### src/psb_pkg.sv
package psb_pkg;

    localparam int PSB_SLOTS   = 16;
    localparam int PSB_SOURCES = 3;

    localparam logic [9:0] PRIO_BOUND = 10'd999;

    localparam logic OP_INSERT = 1'b0;
    localparam logic OP_REMOVE = 1'b1;

    localparam logic [1:0] ST_INSERTED = 2'd0;
    localparam logic [1:0] ST_REMOVED  = 2'd1;
    localparam logic [1:0] ST_FULL     = 2'd2;
    localparam logic [1:0] ST_EMPTY    = 2'd3;

    typedef struct packed {
        logic               operation;
        logic signed [31:0] item_value;
        logic        [7:0]  item_priority;
        logic        [1:0]  item_source;
    } item_t;

    typedef struct packed {
        logic        [1:0]  status;
        logic        [3:0]  slot_used;
        logic signed [31:0] out_value;
        logic        [7:0]  out_priority;
        logic        [1:0]  out_source;
        logic        [4:0]  occupancy;
        logic signed [31:0] total_sum;
        logic signed [31:0] source_sum;
    } result_t;

    typedef struct packed {
        logic signed [31:0] value;
        logic        [7:0]  prio;
        logic        [1:0]  source;
    } entry_t;

    typedef struct packed {
        logic   busy;
        logic   done;
        logic   found;
        entry_t entry;
    } scan_stat_t;

endpackage

### src/psb_ram.sv
module psb_ram #(
    parameter int WIDTH = 8,
    parameter int DEPTH = 16,
    localparam int AW = (DEPTH > 1) ? $clog2(DEPTH) : 1
) (
    input  logic             clk,
    input  logic             we,
    input  logic [AW-1:0]    waddr,
    input  logic [WIDTH-1:0] wdata,
    input  logic [AW-1:0]    raddr,
    output logic [WIDTH-1:0] rdata
);

    logic [WIDTH-1:0] mem [DEPTH];

    always_ff @(posedge clk)
    begin
        if (we)
        begin
            mem[waddr] <= wdata;
        end
        rdata <= mem[raddr];
    end

endmodule

### src/psb_scan.sv
module psb_scan import psb_pkg::*; #(
    parameter int SLOTS = PSB_SLOTS,
    localparam int IW = (SLOTS > 1) ? $clog2(SLOTS) : 1,
    localparam int CW = $clog2(SLOTS + 1)
) (
    input  logic             clk,
    input  logic             rst_n,
    input  logic             go,
    input  logic             op,
    input  logic [SLOTS-1:0] active,
    input  entry_t           rd_entry,
    output logic [IW-1:0]    rd_addr,
    output logic [IW-1:0]    slot,
    output scan_stat_t       stat
);

    localparam logic [1:0] S_IDLE = 2'd0;
    localparam logic [1:0] S_SCAN = 2'd1;
    localparam logic [1:0] S_FIN  = 2'd2;

    logic [1:0]    state_reg, state_next;
    logic [CW-1:0] cnt_reg, cnt_next;
    logic          pvalid_reg, pvalid_next;
    logic          found_reg, found_next;
    logic [IW-1:0] pidx_reg, pidx_next;
    logic [9:0]    best_prio_reg, best_prio_next;
    logic [IW-1:0] best_slot_reg, best_slot_next;
    entry_t        best_entry_reg, best_entry_next;
    logic          take;

    // shared compare: free slot on insert, smaller priority on remove
    always_comb
    begin
        if (op == OP_INSERT)
        begin
            take = pvalid_reg && !active[pidx_reg] && !found_reg;
        end
        else
        begin
            take = pvalid_reg && active[pidx_reg] && ({2'b00, rd_entry.prio} < best_prio_reg);
        end
    end

    always_comb
    begin
        state_next      = state_reg;
        cnt_next        = cnt_reg;
        pvalid_next     = pvalid_reg;
        found_next      = found_reg;
        pidx_next       = pidx_reg;
        best_prio_next  = best_prio_reg;
        best_slot_next  = best_slot_reg;
        best_entry_next = best_entry_reg;
        unique case (state_reg)
            S_IDLE:
            begin
                if (go)
                begin
                    state_next     = S_SCAN;
                    cnt_next       = '0;
                    pvalid_next    = 1'b0;
                    found_next     = 1'b0;
                    best_prio_next = PRIO_BOUND;
                end
            end
            S_SCAN:
            begin
                if (take)
                begin
                    found_next      = 1'b1;
                    best_prio_next  = {2'b00, rd_entry.prio};
                    best_slot_next  = pidx_reg;
                    best_entry_next = rd_entry;
                end
                if (cnt_reg < CW'(SLOTS))
                begin
                    pvalid_next = 1'b1;
                    pidx_next   = cnt_reg[IW-1:0];
                    cnt_next    = cnt_reg + CW'(1);
                end
                else
                begin
                    pvalid_next = 1'b0;
                    state_next  = S_FIN;
                end
            end
            S_FIN:
            begin
                state_next = S_IDLE;
            end
            default:
            begin
                state_next = S_IDLE;
            end
        endcase
    end

    always_ff @(posedge clk or negedge rst_n)
    begin
        if (!rst_n)
        begin
            state_reg  <= S_IDLE;
            cnt_reg    <= '0;
            pvalid_reg <= 1'b0;
            found_reg  <= 1'b0;
        end
        else
        begin
            state_reg  <= state_next;
            cnt_reg    <= cnt_next;
            pvalid_reg <= pvalid_next;
            found_reg  <= found_next;
        end
    end

    always_ff @(posedge clk)
    begin
        pidx_reg       <= pidx_next;
        best_prio_reg  <= best_prio_next;
        best_slot_reg  <= best_slot_next;
        best_entry_reg <= best_entry_next;
    end

    assign rd_addr     = cnt_reg[IW-1:0];
    assign slot        = best_slot_reg;
    assign stat.busy   = (state_reg != S_IDLE);
    assign stat.done   = (state_reg == S_FIN);
    assign stat.found  = found_reg;
    assign stat.entry  = best_entry_reg;

endmodule

### src/priority_slot_buffer.sv
// priority slot buffer
// command port: item is taken on a rising edge with start high and busy low.
// item.operation selects insert (value, priority, source go to the lowest
// free slot) or remove (smallest priority number, lowest slot on a tie).
// result port: done is high for exactly one cycle with the result struct;
// the receiver cannot stall, so each result must be taken in that cycle.
// timing: a command scans the slots one per cycle through a single compare
// unit fed by the entry ram, and then the result is registered; done shows
// in the cycle after that, with busy already low, so a new command may be
// taken on the edge that ends done. commands never overlap in the scan.
// full on insert or empty on remove is reported in status and changes nothing.
// running totals wrap at 32 bits; a source index at or above SOURCES adds to
// the total only and reports a zero source sum.
// reset clears the active marks, occupancy and all sums; entry contents are
// not cleared and need no clearing pass, only entries of active slots are used.
module priority_slot_buffer import psb_pkg::*; #(
    parameter int SLOTS   = PSB_SLOTS,
    parameter int SOURCES = PSB_SOURCES
) (
    input  logic    clk,
    input  logic    rst_n,
    input  logic    start,
    input  item_t   item,
    output logic    busy,
    output logic    done,
    output result_t result
);

    localparam int IW = (SLOTS > 1) ? $clog2(SLOTS) : 1;
    localparam int CW = $clog2(SLOTS + 1);
    localparam int SW = (SOURCES > 1) ? $clog2(SOURCES) : 1;

    item_t         item_reg;
    logic [SLOTS-1:0] active_reg;
    logic [CW-1:0] count_reg;
    logic [31:0]   total_reg;
    logic [31:0]   src_sum_reg [SOURCES];
    result_t       res_reg, res_next;
    logic          done_reg;

    scan_stat_t    stat;
    logic [IW-1:0] slot;
    logic [IW-1:0] rd_addr;
    entry_t        rd_entry;
    entry_t        wr_entry;
    logic          wr_en;
    logic          accept;
    logic          is_ins;
    logic [1:0]    src;
    logic          src_ok;
    logic [SW-1:0] src_idx;
    logic [31:0]   total_add;
    logic [31:0]   src_add;

    assign accept = start && !stat.busy;

    psb_scan #(
        .SLOTS(SLOTS)
    ) u_psb_scan (
        .clk      (clk),
        .rst_n    (rst_n),
        .go       (accept),
        .op       (item_reg.operation),
        .active   (active_reg),
        .rd_entry (rd_entry),
        .rd_addr  (rd_addr),
        .slot     (slot),
        .stat     (stat)
    );

    psb_ram #(
        .WIDTH($bits(entry_t)),
        .DEPTH(SLOTS)
    ) u_psb_ram (
        .clk   (clk),
        .we    (wr_en),
        .waddr (slot),
        .wdata (wr_entry),
        .raddr (rd_addr),
        .rdata (rd_entry)
    );

    always_ff @(posedge clk)
    begin
        if (accept)
        begin
            item_reg <= item;
        end
    end

    assign is_ins          = (item_reg.operation == OP_INSERT);
    assign wr_en           = stat.done && is_ins && stat.found;
    assign wr_entry.value  = item_reg.item_value;
    assign wr_entry.prio   = item_reg.item_priority;
    assign wr_entry.source = item_reg.item_source;

    assign src       = stat.entry.source;
    assign src_ok    = ({2'b00, src} < 4'(SOURCES));
    assign src_idx   = SW'(src);
    assign total_add = total_reg + $unsigned(stat.entry.value);
    assign src_add   = src_sum_reg[src_idx] + $unsigned(stat.entry.value);

    always_comb
    begin
        res_next           = '0;
        res_next.occupancy = 5'(count_reg);
        res_next.total_sum = total_reg;
        if (is_ins)
        begin
            if (stat.found)
            begin
                res_next.status    = ST_INSERTED;
                res_next.slot_used = 4'(slot);
                res_next.occupancy = 5'(count_reg + CW'(1));
            end
            else
            begin
                res_next.status = ST_FULL;
            end
        end
        else
        begin
            if (stat.found)
            begin
                res_next.status       = ST_REMOVED;
                res_next.slot_used    = 4'(slot);
                res_next.out_value    = stat.entry.value;
                res_next.out_priority = stat.entry.prio;
                res_next.out_source   = stat.entry.source;
                res_next.occupancy    = 5'(count_reg - CW'(1));
                res_next.total_sum    = total_add;
                res_next.source_sum   = src_ok ? src_add : 32'd0;
            end
            else
            begin
                res_next.status = ST_EMPTY;
            end
        end
    end

    always_ff @(posedge clk or negedge rst_n)
    begin
        if (!rst_n)
        begin
            active_reg <= '0;
            count_reg  <= '0;
            total_reg  <= '0;
            done_reg   <= 1'b0;
            for (int i = 0; i < SOURCES; i++)
            begin
                src_sum_reg[i] <= '0;
            end
        end
        else
        begin
            done_reg <= stat.done;
            if (stat.done && stat.found)
            begin
                if (is_ins)
                begin
                    active_reg[slot] <= 1'b1;
                    count_reg        <= count_reg + CW'(1);
                end
                else
                begin
                    active_reg[slot] <= 1'b0;
                    count_reg        <= count_reg - CW'(1);
                    total_reg        <= total_add;
                    if (src_ok)
                    begin
                        src_sum_reg[src_idx] <= src_add;
                    end
                end
            end
        end
    end

    always_ff @(posedge clk)
    begin
        if (stat.done)
        begin
            res_reg <= res_next;
        end
    end

    assign busy   = stat.busy;
    assign done   = done_reg;
    assign result = res_reg;

endmodule

### config.mk
export PLATFORM = sky130hd
export DESIGN_NAME = priority_slot_buffer
export DESIGN_NICKNAME = d
export VERILOG_FILES = /design/src/psb_pkg.sv /design/src/psb_ram.sv /design/src/psb_scan.sv /design/src/priority_slot_buffer.sv
export SDC_FILE = /design/constraint.sdc
export NUM_CORES = 1
export LEC_CHECK = 0
export BUFFER_PORTS_ARGS = -buffer_cell sky130_fd_sc_hd__buf_2
export CORE_MARGIN = 2
export CORE_UTILIZATION = 56
export CTS_CLUSTER_SIZE = 20
export DETAILED_ROUTE_END_ITERATION = 10
export PLACE_DENSITY = 0.76
export RECOVER_POWER = 25
export SLEW_MARGIN = 20
export SYNTH_ARGS = -nofsm -noshare
export SYNTH_HDL_FRONTEND = slang
export SYNTH_SLANG_ARGS = --single-unit
export TNS_END_PERCENT = 5
### constraint.sdc
create_clock -name clk -period 7.15 [get_ports clk]
set_input_delay 1.0725 -clock clk [delete_from_list [all_inputs] [get_ports clk]]
set_output_delay 1.0725 -clock clk [all_outputs]
set_load 0.05 [all_outputs]
=== Word-level counts from Yosys, hierarchy flattened ===
Memory sizes are Yosys's and may differ from the RTL's. A register that Yosys moved wholly into a read port is not among the register bits.
Index checks and enable logic that the tools add are counted.

* Flip-flop bits (word level): 379
* Bits in writable memories: 672
* Bits of input ports: 46
* Output and inout bits: 119
* Memories: 1

* Add/subtract/negate cells: 5
* Order comparisons: 8
* Equality and inequality tests: 6
* Muxes and demuxes: 38
* Bitwise operators: 5
* Reductions and logical operators: 26

{| class="wikitable"
|+ Memory list
! memory !! words !! bits a word !! rd ports !! clocked after Yosys merged registers in !! write ports !! line !! RTL
|-
| u_psb_ram.mem || 16 || 42 || 1 || 1 || 1 || psb_ram.sv:14 || <nowiki>logic [WIDTH-1:0] mem [DEPTH];</nowiki>
|}

{| class="wikitable"
|+ Operators with widths
! kind !! count
|-
| 2-to-1 mux 32 bit || 4
|-
| 2-to-1 mux 115 bit || 1
|-
| bitwise mux 96 bit || 1
|-
| adder 32 bit || 2
|-
| binary-select mux 32 bit (select 2 bit) || 1
|-
| demux 32 bit (select 2 bit) || 1
|-
| 2-to-1 mux 64 bit || 1
|-
| 2-to-1 mux 5 bit || 5
|-
| 2-to-1 mux 10 bit || 2
|-
| case mux 10 bit (2 select lines) || 1
|-
| AND 16 bit || 1
|-
| 2-to-1 mux 16 bit || 1
|-
| inverter 16 bit || 1
|-
| OR 16 bit || 1
|-
| AND reduction 2 bit || 6
|-
| AND reduction 3 bit || 4
|-
| adder 5 x 1 -> 5 bit (second input constant) || 2
|-
| logical AND 1 bit || 10
|-
| < comparator 4 x 5 -> 1 bit (second input constant) || 2
|-
| < comparator 8 x 10 -> 1 bit || 1
|-
| case mux 5 bit (2 select lines) || 1
|-
| 2-to-1 mux 1 bit || 8
|-
| 2-to-1 mux 2 bit || 4
|-
| 2-to-1 mux 6 bit || 1
|-
| other kinds (20) || 26
|}

=== Logic depth before layout (Yosys ltp) ===
Gate-level depths: netlist of run 1.

* Word-level depth: 8
* Depth in mapped cells: 16
* Mapped depth without buffers: 13

=== Cells and area by module ===
A second synthesis of run 1 with hierarchy kept.

* Cells, all modules: 2,728
* Area, all modules: 44,182.4 um^2

{| class="wikitable"
|+ By module, submodules not included
! module !! instances !! cells an instance !! area each (um^2)
|-
| psb_ram || 1 || 1,092 || 26,058.7
|-
| priority_slot_buffer || 1 || 1,484 || 15,511.1
|-
| psb_scan || 1 || 152 || 2,612.5
|}

=== Least setup slack after synthesis of run 1 ===
No wires, ideal clock.

* Path kind: register -> register
* From: reg u_psb_scan.state_reg[0]
* To: mem u_psb_ram.mem[0][0] (netlist name) (enable)
* Library setup time: 0.442 ns
* Arrival time: 7.082 ns
* Setup slack: -0.374 ns
* Stages on the path, launching flop included: 7
* Path buffers: 2
* Period minus slack after synthesis: 7.524 ns
* Path through: dfrtp_1 > nor2b_1 > clkbuf_1 > nand2_1 > or3_1 > clkbuf_1 > nor2_1

{| class="wikitable"
|+ RTL lines
! what !! line !! RTL
|-
| start: declaration || psb_scan.sv:21 || <nowiki>logic [1:0] state_reg, state_next;</nowiki>
|-
| start signal: assignment || psb_scan.sv:109 || <nowiki>state_reg <= state_next;</nowiki>
|-
| end: declaration || psb_ram.sv:14 ||
|}

=== Worst setup path in the final report of run 1 ===
* From: reg u_psb_scan.best_entry_reg (netlist bit u_psb_scan.stat[1])
* To: reg res_reg (netlist bit result[24]), data pin

* Word-level cells in the longest chain between the ends: 5

{| class="wikitable"
|+ Ends and longest elaborated chain
! what !! line !! RTL
|-
| start: declaration || psb_scan.sv:28 || <nowiki>entry_t best_entry_reg, best_entry_next;</nowiki>
|-
| start signal: assignment || psb_scan.sv:121 || <nowiki>best_entry_reg <= best_entry_next;</nowiki>
|-
| inverter 2 -> 3 bit (implied by the code) || priority_slot_buffer.sv:101 || <nowiki>assign src_add = src_sum_reg[src_idx] + $unsigned(stat.entry.value);</nowiki>
|-
| binary-select mux 32 bit (select 2 bit) || priority_slot_buffer.sv:101 ||
|-
| 2-to-1 mux 32 bit (implied by the code) (2 in a row) || priority_slot_buffer.sv:101 ||
|-
| adder 32 bit || priority_slot_buffer.sv:101 ||
|-
| end signal: assignment || priority_slot_buffer.sv:182 || <nowiki>res_reg <= res_next;</nowiki>
|-
| end: declaration || priority_slot_buffer.sv:38 || <nowiki>result_t res_reg, res_next;</nowiki>
|}

Several ways; a longest one is shown, not always the timed one. The select of a mux whose other input is x is not followed.
A chain may end at the register's enable or synchronous reset.

==> flow_metrics.env, run 1 <==
export IMPL_cp_arrival_ns=5.02
export IMPL_die_area_um2=80300
export IMPL_crit_type="register to register"
export IMPL_ys_types=62
export IMPL_hp_class="register to register"
export IMPL_cts_setup_buffers=0
export IMPL_area_delta_synth_final_pct=12.7
export IMPL_num_vias=24000
export IMPL_slew_limit_headroom_pct=-113
export IMPL_ctsRootBufferMaster="clkbuf_16"
export IMPL_final_max_slew_viol_count=57
export IMPL_htreeDepth=3
export IMPL_routed_wl_mm=103
export IMPL_power_mw=18.6
export IMPL_swShare_pct=30.3
export IMPL_clk_path_buf_depth=3
export IMPL_routabilityCongestion=0.919
export IMPL_io_pins=165
export IMPL_syn_nets=2697
export IMPL_hold_buffers=0
export IMPL_dieWidth_um=283
export IMPL_grt_overflow=0
export IMPL_ys_ff_latch=1092
export IMPL_clk_latency_ns=0.67
export IMPL_dp_hpwl_mm=59.5
export IMPL_grt_pass1_vias=24200
export IMPL_clockPowerShare_pct=30.0
export IMPL_worst_pin_slew_ns=3.19
export IMPL_drc_errors=0
export IMPL_layout_common_cells="edfxtp_1, nand2_1, o21ai_0"
export IMPL_ys_flop_type="edfxtp_1"
export IMPL_async_flop_share_pct=14.6
export IMPL_yosysWarnings=0
export IMPL_outcome="finished with violations"
export IMPL_tritoncts="built"
export IMPL_period_minus_slack_ns=4.62
export IMPL_synth_area_per_cell_um2=17.0
export IMPL_post_dp_cell_area_um2=45800
export IMPL_cts_num_sinks=1092
export IMPL_irDropWorstVdd_mv=0.278
export IMPL_io_buffers=164
export IMPL_netSwitchingPower_mw=5.63
export IMPL_power_density_nw_per_um2=377
export IMPL_grt_pass1_wl_mm=154
export IMPL_start_util_pct=56.5
export IMPL_vias_per_cell=6.18
export IMPL_cts_buffers=107
export IMPL_violations="max-capacitance violations, max-slew violations"
export IMPL_row_count=102
export IMPL_gr_usage_all_layers_pct=25.7
export IMPL_p_comb_share_pct=24.5
export IMPL_syn_inst=2577
export IMPL_cp_start_kind="register"
export IMPL_finalSetupViolations=0
export IMPL_dr_pass1_iters=6
export IMPL_antenna_found_initial=3
export IMPL_hold_viol_final=0
export IMPL_largest_register_ffs=672
export IMPL_syn_area_um2=43700
export IMPL_drive_gt1_share_pct=21.5
export IMPL_power_frac_seq_pct=45.5
export IMPL_synth_edf_count=891
export IMPL_fin_ws_ns=2.53
export IMPL_p_int_mw=13.0
export IMPL_drt_wirelength_per_cell_um=26.6
export IMPL_fin_skew_ns=0.0223
export IMPL_core_um2=77300
export IMPL_endpoint_kind="register"
export IMPL_fin_setup_tns_ns=0
export IMPL_cp_max_fo=26
export IMPL_drtIter0Drc=2497
export IMPL_finalHoldWorstSlack_ns=0.400
export IMPL_num_nets_final=2875
export IMPL_pre_cts_slack_ns=2.56
export IMPL_ant_nets=0
export IMPL_drv_cap=1
export IMPL_fill_cells=5236
export IMPL_diodes=0
export IMPL_grt_max_degree=91
export IMPL_cellLeakagePower_nw=17.4
export IMPL_final_common_cell="edfxtp_1"
export IMPL_die_y_um=283
export IMPL_rsz0062_at_grt="false"
export IMPL_fmax_ghz=0.216
export IMPL_critPathRequiredTime_ns=7.55
export IMPL_fin_crit_sh_pct=64.7
export IMPL_yosysSeqAreaShare_pct=72.2
export IMPL_final_cell_area_um2=49300
export IMPL_clk_pin_slew_ns=0.06
export IMPL_cts_repair_resized=0
## metal layers
metal	GRT usage, %	vias up	routed length, um
met5	0	-	0
met1	34.7	12300	40100
met2	43.3	1188	52500
met3	3.64	177	7390
met4	9.31	0	3320
li1	-	10400	-
## stage by stage
stage	instances	util, %
2_1_floorplan	2577	-
3_3_place_gp	3685	59.2
3_5_place_dp	3685	59.2
4_1_cts	3885	63.7
5_1_grt	3886	63.7
6_report	3886	63.7
## cells by family (layout without fill, tap and decap cells)
group           Yosys count  after routing  synth area share, %
flops                  1092           1092                 72.2
simple gates            500            500                 5.15
compound gates          426            426                 5.60
mux                     258            258                 12.1
buf+inv                 159            428                 1.42
fa+ha+maj                74             74                 2.15
xor+xnor                 68             68                 1.36
## critical path, cell delays in order (launching register included)
cell and delay [ns]:
edfxtp_1 0.82, buf_4 0.57, mux2i_1 0.24, o21ai_0 0.10, ha_1 0.24, fa_1 0.44
a21oi_1 0.21, o21ai_0 0.15, a21oi_1 0.31, nor2_1 0.11, a311o_1 0.48, a41oi_1 0.24
xor2_1 0.33, nor2_1 0.10
## cell usage after synthesis (all sizes together) (8+ instances only)
cell	instances	area share, %
dfrtp	159	9.1
mux2	10	0.26
a31oi	15	0.23
xor2	33	0.66
a211oi	13	0.23
mux2i	33	0.76
xnor2	35	0.70
edfxtp	891	61
nand2	253	2.2
nand4	13	0.19
nand3	15	0.17
nor2b	12	0.17
inv	26	0.22
ha	72	2.1
and2	18	0.26
clkbuf	112	0.96
buf	21	0.23
dfxtp	42	1.9
a21o	22	0.38
nor2	93	0.80
or2	8	0.11
a21oi	68	0.78
nand2b	16	0.23
mux4	215	11
nor3	8	0.092
o21ai	257	2.9
and3	44	0.63
## power by group through the flow
stage                     Sequential [mW]  Clock [mW]  Combinational, mW
after floorplan                      8.21           0               3.47
after global placement               8.52           0               4.37
after detailed placement             8.57           0               4.49
after CTS                            8.45        5.67               4.55
after global routing                 8.54        5.91               4.93
final                                8.46        5.58               4.55
## final cells by class
type / count / area (um^2) / area share (%)
multi-input cells: 1326 / 11700 / 23.7
inverters: 26 / 97.6 / 0.198
well taps: 1040 / 1300 / 2.64
clock inverters: 57 / 588 / 1.19
flip-flops and latches: 1092 / 31600 / 64.1
repair buffers: 202 / 1120 / 2.27
clock buffers: 143 / 2910 / 5.91
## path summary, 6_finish.rpt
path | startpoint | to | slack [ns] | depth (start not counted)
setup / recovery | u_psb_scan.stat[1]$_DFFE_PP_ | result[24]$_SDFFCE_PN0P_ | 2.53 | 13
hold / removal | u_psb_ram.rdata[11]$_DFF_P_ | u_psb_scan.stat[11]$_DFFE_PP_ | 0.40 | 0
setup reg to reg | u_psb_scan.stat[1]$_DFFE_PP_ | result[24]$_SDFFCE_PN0P_ | 2.53 | 13
hold reg to reg | u_psb_ram.rdata[11]$_DFF_P_ | u_psb_scan.stat[11]$_DFFE_PP_ | 0.40 | 0
max in group asynchronous | rst_n | u_psb_scan.cnt_reg[3]$_DFFE_PN0P_ | 3.56 | 2
min in group asynchronous | rst_n | total_reg[4]$_DFFE_PN0P_ | 1.46 | 1
(Power assumes the default switching activity.)
==> inputs of run 2 (changes only) <==
- ABC_AREA: default -> 1
- CORE_UTILIZATION: 56 -> 62
- PLACE_DENSITY: 0.76 -> 0.8
- clock period: 7.15 -> 4.4 ns (I/O delays scaled with it)
==> run 2 against run 1 <==
  * The flow still finishes with violations (max-capacitance violations, max-slew violations)
  * Critical path depth is 4 higher
  * Sequential share of layout area is 2.8 points lower
  * Area after synthesis is 5.9% higher
  * Maximum frequency is 39% higher
  * Setup slack worse by 1.5 ns
  * Count of clock-buffer cells in the layout is 5 lower
  * Final cell count is 37% higher
  * Cell area is 4.5% higher
  * First-iteration DRC count is 54% higher
  * Clock power is 58% higher
  * Flip-flop and latch count stayed put
  * Critical path type unchanged
==> flow_metrics.env, run 2 <==
export IMPL_outcome="finished with violations"
export IMPL_violations="max-capacitance violations, max-slew violations"
export IMPL_r2r_end="result[28]$_SDFFCE_PN0P_"
export IMPL_cp_slowest_cell="fa_1"
export IMPL_grt_max_degree=167
export IMPL_fin_setup_tns_ns=0
export IMPL_final_max_slew_viol_count=84
export IMPL_slew_limit_headroom_pct=-53.9
export IMPL_ys_types=45
export IMPL_io_buffers=164
export IMPL_synth_top_area_share_pct=57.8
export IMPL_die_area_um2=76900
export IMPL_worstReg2RegStart="u_psb_scan.stat[1]$_DFFE_PP_"
export IMPL_dp_hpwl_mm=68.6
export IMPL_ff2ff_setup_slack_ns=1.06
export IMPL_die_y_um=277
export IMPL_critPathRequiredTime_ns=4.79
export IMPL_ys_ff_latch=1092
export IMPL_synth_edf_count=891
export IMPL_met1_usage_pct=40.0
export IMPL_ant_nets=0
export IMPL_endpoint_kind="register"
export IMPL_tritoncts="built"
export IMPL_cp_start_kind="register"
export IMPL_ys_flop_type="edfxtp_1"
export IMPL_power_density_nw_per_um2=665
export IMPL_vias_per_cell=5.92
export IMPL_drt_wirelength_per_cell_um=21.3
export IMPL_max_stage_delay_ns=0.50
export IMPL_busiest_layer="met2"
export IMPL_rsz0062_at_grt="false"
export IMPL_holdCritStartpoint="item[9]"
export IMPL_crit_top_cell="nand2_1"
export IMPL_drive_gt1_share_pct=9.34
export IMPL_dr_pass1_iters=6
export IMPL_yosysWarnings=0
export IMPL_grt_pass1_vias=30200
export IMPL_use_met2_pct=48.4
export IMPL_htreeDepth=3
export IMPL_finalHoldWorstSlack_ns=0.139
export IMPL_routabilityCongestion=0.980
export IMPL_crit_start="u_psb_scan.stat[1]$_DFFE_PP_"
export IMPL_hold_buffers=0
export IMPL_clk_pin_slew_ns=0.06
export IMPL_drtIter0Drc=3849
export IMPL_syn_area_um2=46300
export IMPL_start_util_pct=62.4
export IMPL_area_delta_synth_final_pct=11.3
export IMPL_synth_area_per_cell_um2=11.2
export IMPL_yosysTopAreaCell="edfxtp_1"
export IMPL_antenna_found_initial=3
export IMPL_cts_repair_resized=0
export IMPL_num_vias=31500
export IMPL_largest_register_ffs=672
export IMPL_reg2regPathDepth=17
export IMPL_crit_chain="inv_2 > nor2_2 > buf_4 > inv_2 > o21ai_0 > ha_1 > fa_1 > nand3_1 > nand3_1 > nand2_1 > nand2_1 > nand2_1 > nand2_1 > nand2_1 > nand3_1 > nand2_1 > nor2_1"
export IMPL_yosysSeqAreaShare_pct=68.2
export IMPL_period_minus_slack_ns=3.34
export IMPL_core_um2=74200
export IMPL_cp_max_fo=28
export IMPL_irDropWorstVdd_mv=0.448
export IMPL_final_common_cell="edfxtp_1"
export IMPL_fin_skew_ns=0.0454
export IMPL_cellLeakagePower_nw=20.4
export IMPL_ctsRootBufferMaster="clkbuf_16"
export IMPL_worst_pin_slew_ns=2.31
export IMPL_clk_latency_ns=0.70
export IMPL_finalSetupViolations=0
export IMPL_cp_arrival_ns=3.73
export IMPL_syn_inst=4124
export IMPL_async_flop_share_pct=14.6
export IMPL_clk_path_buf_depth=3
export IMPL_drv_cap=1
export IMPL_grt_pass1_wl_mm=173
export IMPL_grt_use_met3_pct=3.68
export IMPL_fmax_ghz=0.300
export IMPL_dieWidth_um=277
export IMPL_routed_wl_mm=113
export IMPL_syn_nets=4244
export IMPL_grt_overflow=0
export IMPL_cts_buffers=103
export IMPL_cts_setup_buffers=0
export IMPL_fin_crit_sh_pct=75.9
export IMPL_crit_type="register to register"
export IMPL_synth_most_common_cell="edfxtp_1"
export IMPL_num_nets_final=4376
export IMPL_diodes=0
export IMPL_cts_num_sinks=1092
export IMPL_hold_viol_final=0
export IMPL_crit_end="result[28]$_SDFFCE_PN0P_"
export IMPL_synth_area_top_cells="edfxtp_1, dfrtp_1, nand2_1"
export IMPL_row_count=100
export IMPL_io_pins=165
export IMPL_hp_class="input port to register"
export IMPL_drc_errors=0
export IMPL_final_cell_area_um2=51500
export IMPL_layout_common_cells="edfxtp_1, nand2_1, nor2_1"
export IMPL_synthTopCellsByCount="edfxtp_1, nand2_1, nor2_1, inv_1, o21ai_0"
export IMPL_gr_usage_all_layers_pct=29.3
export IMPL_post_dp_cell_area_um2=48100
## run 2: cell types whose count changed in the layout (fill, tap and decap cells not counted), sizes merged, moves of 44 or more
cell,change
and3,-44
inv,+332
mux4,-215
nand2,+624
nand3,+184
nor2,+497
o21ai,+51
o221ai,+60
o32ai,+108
## run 2: area by class of cell
class	instances	area, um^2
repair buffers	210	1250
multi-input cells	2488	12700
flip-flops and latches	1092	31600
fillers	5039	22700
clock buffers	138	2820
clock inverters	56	599
well taps	969	1210
inverters	361	1360
## run 2: how the worst min path moves through the flow
| stage | to | slack (ns) | cells past startpoint |
|---|---|---|---|
| after global placement | u_psb_scan.stat[11]$_DFFE_PP_ | 0.39 | 0 |
| final | item_reg[9]$_DFFE_PP_ | 0.14 | 1 |
| after CTS | total_reg[0]$_DFFE_PN0P_ | 0.08 | 1 |
| after detailed placement | u_psb_scan.stat[22]$_DFFE_PP_ | 0.39 | 0 |
| after global routing | item_reg[25]$_DFFE_PP_ | 0.11 | 1 |
| after floorplan | async pin | 0.36 | 0 |
## run 2: power breakdown
group | total, mW | switching, mW | internal [mW]
combinational | 11.2 | 7.71 | 3.51
clock | 8.84 | 3.83 | 5.01
sequential | 14.2 | 1.39 | 12.8
## run 2: logic make-up (layout without fill, tap and decap cells)
group           Yosys count  in the layout  share of synthesized area, %
xor+xnor                 36             36                         0.681
simple gates           1719           1719                          14.8
fa+ha+maj                74             74                          2.03
flops                  1092           1092                          68.2
compound gates          599            599                          8.21
buf+inv                 544            765                          4.71
mux                      60             60                          1.30
## run 2: critical path, delay by kind of cell (launching register included)
kind / cells / cell delay, ns
AOI/OAI and AO/OA: 1 / 0.12
adders and majority gates: 2 / 0.76
buffers and inverters: 3 / 0.59
DFF: 1 / 0.44
and+or+nand+nor: 11 / 1.15
## run 2: through the flow
stage          worst slack, ns  utilization, %  power (mW)  std cells
4_1_cts                   1.07            69.4        34.2       5314
3_5_place_dp              1.10            64.8        25.3       5120
3_3_place_gp              1.19            64.8        25.0       5120
6_report                  1.06            69.4        34.2       5314
2_1_floorplan           -0.679               -        21.9       4124
5_1_grt                  0.790            69.4        36.0       5314
## run 2: layer usage
metal  wire [um]  share of wire [%]
met2       54900                 48
met1       44600                 39
met4        4430                3.9
met3        9470                8.3
met5           0                  0
